### src/rtl/omrq_pkg.sv
// Shared types and constants for the ordered match-and-remove queue.
`default_nettype none
package omrq_pkg;

   localparam int unsigned OccW = 7;

   typedef enum logic {
      OP_INSERT = 1'b0,
      OP_TAKE   = 1'b1
   } op_type;

   typedef enum logic {
      ST_IDLE = 1'b0,
      ST_EXEC = 1'b1
   } state_type;

   typedef struct packed {
      logic        event_kind;
      logic [31:0] event_time;
      logic [31:0] window_number;
      logic [8:0]  scan_code;
      logic [30:0] key_symbol;
   } record_type;

   typedef struct packed {
      logic active;
      logic capture;
      logic shift;
      logic load;
   } cell_ctrl_type;

endpackage
`default_nettype wire

### src/rtl/omrq_cell.sv
// One queue slot: holds a record, compares it against the search key, shifts from its neighbor.
`default_nettype none
module omrq_cell (
   input  wire                         clock,
   input  wire                         reset,
   input  omrq_pkg::cell_ctrl_type     ctrl,
   input  omrq_pkg::record_type        key,
   input  omrq_pkg::record_type        new_rec,
   input  omrq_pkg::record_type        next_rec,
   output omrq_pkg::record_type        rec,
   output logic                        hit
);
   import omrq_pkg::*;

   record_type rec_ff, rec_in;
   logic       hit_ff, hit_in;

   always_comb begin
      rec_in = rec_ff;
      if (ctrl.load) begin
         rec_in = new_rec;
      end else if (ctrl.shift) begin
         rec_in = next_rec;
      end
   end

   always_comb begin
      hit_in = hit_ff;
      if (ctrl.capture) begin
         hit_in = ctrl.active && (rec_ff == key);
      end
   end

   always_ff @(posedge clock) begin
      rec_ff <= rec_in;
   end

   always_ff @(posedge clock) begin
      if (reset) begin
         hit_ff <= 1'b0;
      end else begin
         hit_ff <= hit_in;
      end
   end

   assign rec = rec_ff;
   assign hit = hit_ff;

endmodule
`default_nettype wire

### config.mk
export PLATFORM = sky130hd
export DESIGN_NAME = omrq_cell
export DESIGN_NICKNAME = d
export VERILOG_FILES = /design/src/rtl/omrq_pkg.sv /design/src/rtl/omrq_cell.sv
export SDC_FILE = /design/constraint.sdc
export NUM_CORES = 1
export LEC_CHECK = 0
export BUFFER_PORTS_ARGS = -buffer_cell sky130_fd_sc_hd__buf_2
export CAP_MARGIN = 20
export CORE_AREA = 4 4 163 165
export DETAILED_ROUTE_END_ITERATION = 7
export DIE_AREA = 0 0 167 169
export GPL_ROUTABILITY_DRIVEN = 1
export SYNTH_ARGS = -nofsm -noshare
export SYNTH_HDL_FRONTEND = slang
export SYNTH_SLANG_ARGS = --single-unit
### constraint.sdc
create_clock -name clock -period 3.7 [get_ports clock]
set_clock_uncertainty 0.2 [all_clocks]
set_input_delay 0.74 -clock clock [delete_from_list [all_inputs] [get_ports clock]]
set_output_delay 0.74 -clock clock [all_outputs]
set_load 0.01 [all_outputs]
## After elaboration in Yosys (flattened, before gate mapping)

Index checks and enable logic that the tools add are counted.

| word-level totals | value |
|---|---|
| logic and storage cells | 11 |
| flip-flop bits (word level) | 106 |
| input port bits | 321 |

| cells by class | value |
|---|---|
| equal/unequal tests | 1 |
| reduce and logical (&&, ||, !) cells | 2 |
| mux-type cells | 2 |

Operator list:

| cell | count |
|---|---|
| two-way mux 105 bit | 2 |
| equality test 105 bit | 1 |
| nonzero test 2 bit | 1 |
| logical AND 1 bit | 1 |

## Logic depth before layout (Yosys ltp)

Gate-level depths: netlist of run 1.

| logic depth | value |
|---|---|
| depth in word-level cells | 2 |
| depth in mapped cells | 6 |
| depth with buffers taken out | 6 |

## Least setup slack after synthesis of run 1

No wires, ideal clock.

| path | value |
|---|---|
| kind | in2reg |
| start | in ctrl[0] (netlist name) |
| end | reg rec_ff (netlist bit rec[0]) (enable) |
| path slack | 86 ps |
| required time | 3081 ps |
| arrival | 2995 ps |
| stages on the path | 4 |
| library setup time | 419 ps |
| cell sequence | clkbuf_1 > clkbuf_1 > clkbuf_1 > or2_2 |

| on the way | value |
|---|---|
| cells in the longest elaborated chain, start to end | 1 |

RTL lines:

| element | line | source |
|---|---|---|
| start, declared | omrq_cell.sv:6 | `input omrq_pkg::cell_ctrl_type ctrl,` |
| nonzero test 2 bit (no source line) | - |  |
| end signal, assigned | omrq_cell.sv:35 | `rec_ff <= rec_in;` |
| end, declared | omrq_cell.sv:15 | `record_type rec_ff, rec_in;` |

No other way between the ends.
A chain may end at the register's enable or synchronous reset.

## Worst setup path in the final report of run 1

| path | value |
|---|---|
| start | in key[50] (netlist name) |
| end | reg hit_ff, in the netlist hit |

| on the way | value |
|---|---|
| cells in the longest elaborated chain, start to end | 2 |

RTL lines:

| element | line | source |
|---|---|---|
| start, declared | omrq_cell.sv:7 | `input omrq_pkg::record_type key,` |
| equality test 105 bit | omrq_cell.sv:30 | `hit_in = ctrl.active && (rec_ff == key);` |
| logical AND 1 bit | omrq_cell.sv:30 |  |
| end signal, assigned | omrq_cell.sv:42 | `hit_ff <= hit_in;` |
| end, declared | omrq_cell.sv:16 | `logic hit_ff, hit_in;` |

No other way between the ends.

==> out/qor.txt, run 1 <==
Yosys warns: 0
I/O Buffers: 426
Initial antenna violation count: 0
Total CTS buffers: 9
Switching power: 0.942 mW
DRT iter0 DRCs: 275
CP arrival: 2.93 ns
N_diodes: 0
GRT Residual Overflow: 0
Post-Route WL: 22,700 µm
DP Worst Slack: 0.433 ns
Crit path largest cell delay: 0.54 ns
Crit. End Element: register
Final Hold Fails: 0
Routed vias: 5,076
First-pass GRT wire length: 32,300 µm
PD cells: 381 mW/mm²
Slew headroom: 59.8%
Vias in the first global route: 5,427
Static Leak: 3.92 nW
Sequential fraction of the synthesis area: 55.6%
Final setup violation count: 0
Crit path required time: 3.78 ns
Clock root buffer: clkbuf_16
Crit path launch: key[50]
# hold bufs at CTS: 0
Clock sinks: 106
Drc violations: 0
CP delay by family, top: simple AND/OR/NAND/NOR gates
Combinational group share of total power: 23.0%
CTS tree: built
Deepest clock path buffer count: 2
Die height: 169 µm
CP Launch Type: input port
RSZ-0062 raised after global routing: no
Initial Util: 22.8%
Part of the power in the clock network: 28.4%
Slowest cell on the critical path: or4_1
Sw frac: 28.9%
Setup TNS: 0 ns
GPL Wtd Cong: 0.898
Final net count: 1,169
Dpl cells: 1,167
Post-Synthesis Mean Instance Area: 13.6 µm²
H-Tree Depth: 3
Flop2flop setup slack: 0.93 ns
Post-DP HPWL: 19,300 µm
Mapped Area: 0.00571 mm²
Share of cells above drive strength 1: 64.9%
Final core occ: 34.1%
Iteration count of the initial detailed-routing pass: 4
Seq pwr share: 48.6%
Worst Tran Pin Value: 0.588 ns
Tmin final: 2.85 ns
CP bufs+invs: 1
Max Freq: 351 MHz
Crit-path max FO: 1
Syn_nets: 740
Worst R2R Start: rec[77]
CP Depth: 7
Outcome: finished, final reports clean
Routed Antenna Nets: 0
Largest net degree at the start of global routing: 105
Synth cell types: 31
Core area: 0.0250 mm²
Die W: 167 µm
Worst VDD drop: 232 µV
Detail-routed via count per cell: 4.29
Max-slew violation count: 0
Setup Crit Path Kind: in2reg
Period utilization: 76.9%
Clock slew at reported path FFs: 0.07 ns
Num rows: 58
Cell mode on critical path: or4_1
Total of max-cap violations: 0
Post-DR wirelength/cell: 19.2 µm
Synthesis-to-finish area growth: 49.6%
Clock latency on the worst-skew pair: 0.35 ns
Pint: 2.31 mW
Critical Path End: hit
Total setup buffers inserted after CTS: 0
R2R Path End: hit
Reg2Reg Depth: 6
Mapped Cells: 419
Crit-path cells: buf_2 -> xor2_1 -> nor4_1 -> nand4_1 -> or4_1 -> or4_1 -> o21ai_1
Min-delay worst type: reg2reg
Seq cells post-synth: 106
Post-CTS sizing: 0
Setup ws final: 0.855 ns
Total track usage: 15.3%
# IOs: 427
Total die area: 0.0282 mm²
Post-layout instance count excluding filler cells: 1,183
## power groups by stage
stage	Sequential [mW]	Combinational [mW]	Clock (mW)
finish	1.58	0.750	0.923
CTS	1.59	0.764	0.980
floorplan	1.65	0.268	0
detailed placement	1.61	0.760	0
global placement	1.61	0.756	0
global route	1.60	0.812	1.02
## area by class of cell
cell class,count,area (µm²)
fillers,2547,16500
repair buffers,430,2190
flip-flops and latches,106,3170
well taps,330,413
clock buffers,10,229
multi-input cells,253,2320
inverters,48,180
clock inverters,6,42.5
## kinds of logic (layout without fill, tap and decap cells)
| group | Yosys count | count (layout) | share of synthesized area [%] |
|---|---|---|---|
| flops | 106 | 106 | 55.6 |
| mux | 105 | 105 | 20.7 |
| buf+inv | 60 | 494 | 3.94 |
| xor+xnor | 57 | 57 | 8.74 |
| compound gates | 47 | 47 | 6.33 |
| simple gates | 44 | 44 | 4.73 |
## worst register-to-register path, stage by stage, from the launching register on
cell and delay (ns):
edfxtp_1 0.42, xor2_1 0.16, nor4_1 0.47, nand4_1 0.25
or4_1 0.54, or4_1 0.54, o21ai_1 0.12
## routing by layer
layer / vias up / wire [µm] / GRT usage (%)
met2: 286 / 11800 / 28.1
li1: 2442 / - / -
met4: 0 / 605 / 5.30
met5: - / 0 / 0
met3: 24 / 1980 / 4.32
met1: 2324 / 8380 / 16.9
## cells in the mapped netlist
master       n  share of area [%]
a2111oi_0    2               0.31
a211oi_1     1               0.13
a221o_1      1               0.18
a221oi_1     4               0.61
a221oi_2     1               0.26
a22o_1       2               0.31
a22oi_1      8                1.1
and4_1       1               0.15
clkbuf_1    12               0.79
dfxtp_1      1               0.35
edfxtp_1   105                 55
inv_1       45                3.0
inv_2        3               0.20
mux2_2     105                 21
nand2_1      1              0.066
nand2b_1     6               0.66
nand3_1      1              0.088
nand3b_1     1               0.13
nand4_1     10                1.1
nor2_1       3               0.20
nor2b_1      1               0.11
nor4_1      16                1.8
o2111ai_1    2               0.31
o21ai_1      1              0.088
o22ai_1     17                1.9
o2bb2ai_1    8                1.2
or2_2        1               0.11
or3_1        1               0.11
or4_1        2               0.26
xnor2_1     14                2.1
xor2_1      43                6.6
## worst min-delay path by stage
stage,start,endpoint,slack (ns),cells past startpoint
after floorplan,hit,hit,0.27,2
after global placement,hit,hit,0.24,2
after detailed placement,hit,hit,0.24,2
after CTS,hit,hit,0.26,2
after global routing,hit,hit,0.30,2
final,hit,hit,0.25,2
## state kept, by name, summed over array words and instances, names as in the netlist
register  cells
rec         105
hit           1
## through the flow
stage	total power, mW	hold WS (ns)	cell area [µm²]
6_report	3.26	0.251	8540
2_1_floorplan	1.92	0.269	5710
5_1_grt	3.44	0.296	8540
3_3_place_gp	2.36	0.241	8270
4_1_cts	3.33	0.255	8540
3_5_place_dp	2.37	0.244	8270
## cell usage in the layout (no fill, tap or decap), types with 2 or more instances in the layout
master,instances
clkbuf_16,9
inv_1,45
o2bb2ai_1,8
edfxtp_1,105
o2111ai_1,2
a22oi_1,8
xor2_1,43
buf_2,425
nor4_1,16
nand2b_1,6
clkinv_4,2
nand4_1,10
buf_4,3
o22ai_1,17
buf_12,2
mux2_2,105
a2111oi_0,2
or4_1,2
inv_2,3
nor2_1,3
a22o_1,2
xnor2_1,14
a221oi_1,4
No activity file was read; power rests on OpenSTA's default activity.
==> run 2, diff against run 1 <==
==> constraint.sdc (replaced) <==
create_clock -name clock -period 2.9 [get_ports clock]
set_clock_uncertainty 0.2 [all_clocks]
set_input_delay 0.58 -clock clock [delete_from_list [all_inputs] [get_ports clock]]
set_output_delay 0.58 -clock clock [all_outputs]
set_load 0.01 [all_outputs]
==> out/qor.txt, run 2 (synthesis gave the netlist of run 1 again) <==
Outcome: finished, final reports clean
N_diodes: 0
Setup TNS: 0 ns
CTS tree: built
# hold bufs at CTS: 0
Total setup buffers inserted after CTS: 0
Total CTS buffers: 9
Vias in the first global route: 5,602
CP Launch Type: register
Total die area: 0.0282 mm²
DR WL met3: 1790 µm
Final net count: 1,175
Iteration count of the initial detailed-routing pass: 4
Post-DP HPWL: 19,800 µm
Pint: 2.96 mW
Max reg flops: 105
Largest net degree at the start of global routing: 56
Post-CTS sizing: 0
I/O Buffers: 426
Static Leak: 3.96 nW
Die height: 169 µm
Max Freq: 362 MHz
Switching power: 1.20 mW
Sw frac: 28.9%
DRT iter0 DRCs: 254
CP arrival: 2.84 ns
# IOs: 427
Crit. End Element: register
Clock root buffer: clkbuf_16
Clock latency on the worst-skew pair: 0.35 ns
Detail-routed via count per cell: 4.36
Max-slew violation count: 0
H-Tree Depth: 3
Deepest clock path buffer count: 2
Routed Antenna Nets: 0
Total of max-cap violations: 0
Most frequent cells in the layout: buf_2, mux2_2, edfxtp_1, inv_1, xor2_1
Num rows: 58
Post-DR wirelength/cell: 19.7 µm
First-pass GRT wire length: 32,800 µm
Crit path required time: 2.98 ns
Routed vias: 5,179
Slew headroom: 65.2%
Clock slew at reported path FFs: 0.08 ns
Worst Tran Pin Value: 0.517 ns
Combinational group share of total power: 23.2%
Most common cell after layout, fill and taps aside: buf_2
PD cells: 484 mW/mm²
Final Hold Fails: 0
Die W: 167 µm
Clock sinks: 106
Min-delay worst type: reg2reg
GPL Wtd Cong: 0.895
Drc violations: 0
Part of the power in the clock network: 28.2%
DR WL met2: 11,900 µm
Share of cells above drive strength 1: 65.2%
GRT Residual Overflow: 0
Total track usage: 15.4%
Setup ws final: 0.136 ns
Worst VDD drop: 235 µV
DP Worst Slack: -0.136 ns
Post-Route WL: 23,400 µm
Uppermost layer routed: met4
Final core occ: 34.4%
Final setup violation count: 0
Synthesis-to-finish area growth: 50.7%
Crit-path max FO: 2
RSZ-0062 raised after global routing: no
Seq pwr share: 48.6%
Initial antenna violation count: 1
Core area: 0.0250 mm²
Wl on met1: 9040 µm
Initial Util: 22.8%
Setup Crit Path Kind: reg2reg
Period utilization: 95.3%
Tmin final: 2.76 ns
[run 2: layer usage]
layer,vias to the layer above,GRT usage [%]
met5,-,0
li1,2455,-
met2,307,28.1
met1,2387,17.3
met3,30,4.55
met4,0,4.84
[run 2: final timing paths]
| check | depth (start not counted) | endpoint | startpoint | slack, ns |
|---|---|---|---|---|
| hold / removal | 2 | hit | hit | 0.26 |
| hold reg to reg | 2 | hit | hit | 0.26 |
| setup / recovery | 7 | hit | rec[38] | 0.14 |
| setup reg to reg | 7 | hit | rec[38] | 0.14 |
[run 2: through the flow]
stage	hold WS [ns]	cell area, µm²	power [mW]	std cells
CTS	0.260	8610	4.25	1188
finish	0.259	8610	4.17	1188
detailed placement	0.251	8340	3.04	1173
floorplan	0.269	5720	2.45	419
global placement	0.235	8340	3.03	1173
global route	0.306	8610	4.38	1188
[run 2: layout make-up]
class,instances,area (µm²)
Tap cell,330,413
Sequential cell,106,3170
Clock buffer,10,229
Clock inverter,5,38.8
Timing Repair Buffer,436,2260
Multi-Input combinational cell,253,2320
Inverter,48,180
Fill cell,2574,16400
[run 2: worst max-delay path, cell delays in order, from the launching register on]
cell,delay (ns)
edfxtp_1,0.41
xor2_1,0.16
nor4_1,0.35
buf_4,0.18
nand4_1,0.15
or4_1,0.56
or4_1,0.55
o21ai_1,0.12
[run 2: power by group through the flow]
stage	registers [mW]	logic, mW	clock network [mW]
2_1_floorplan	2.11	0.342	0
3_3_place_gp	2.06	0.973	0
3_5_place_dp	2.06	0.979	0
4_1_cts	2.03	0.984	1.24
5_1_grt	2.05	1.04	1.28
6_report	2.02	0.967	1.18
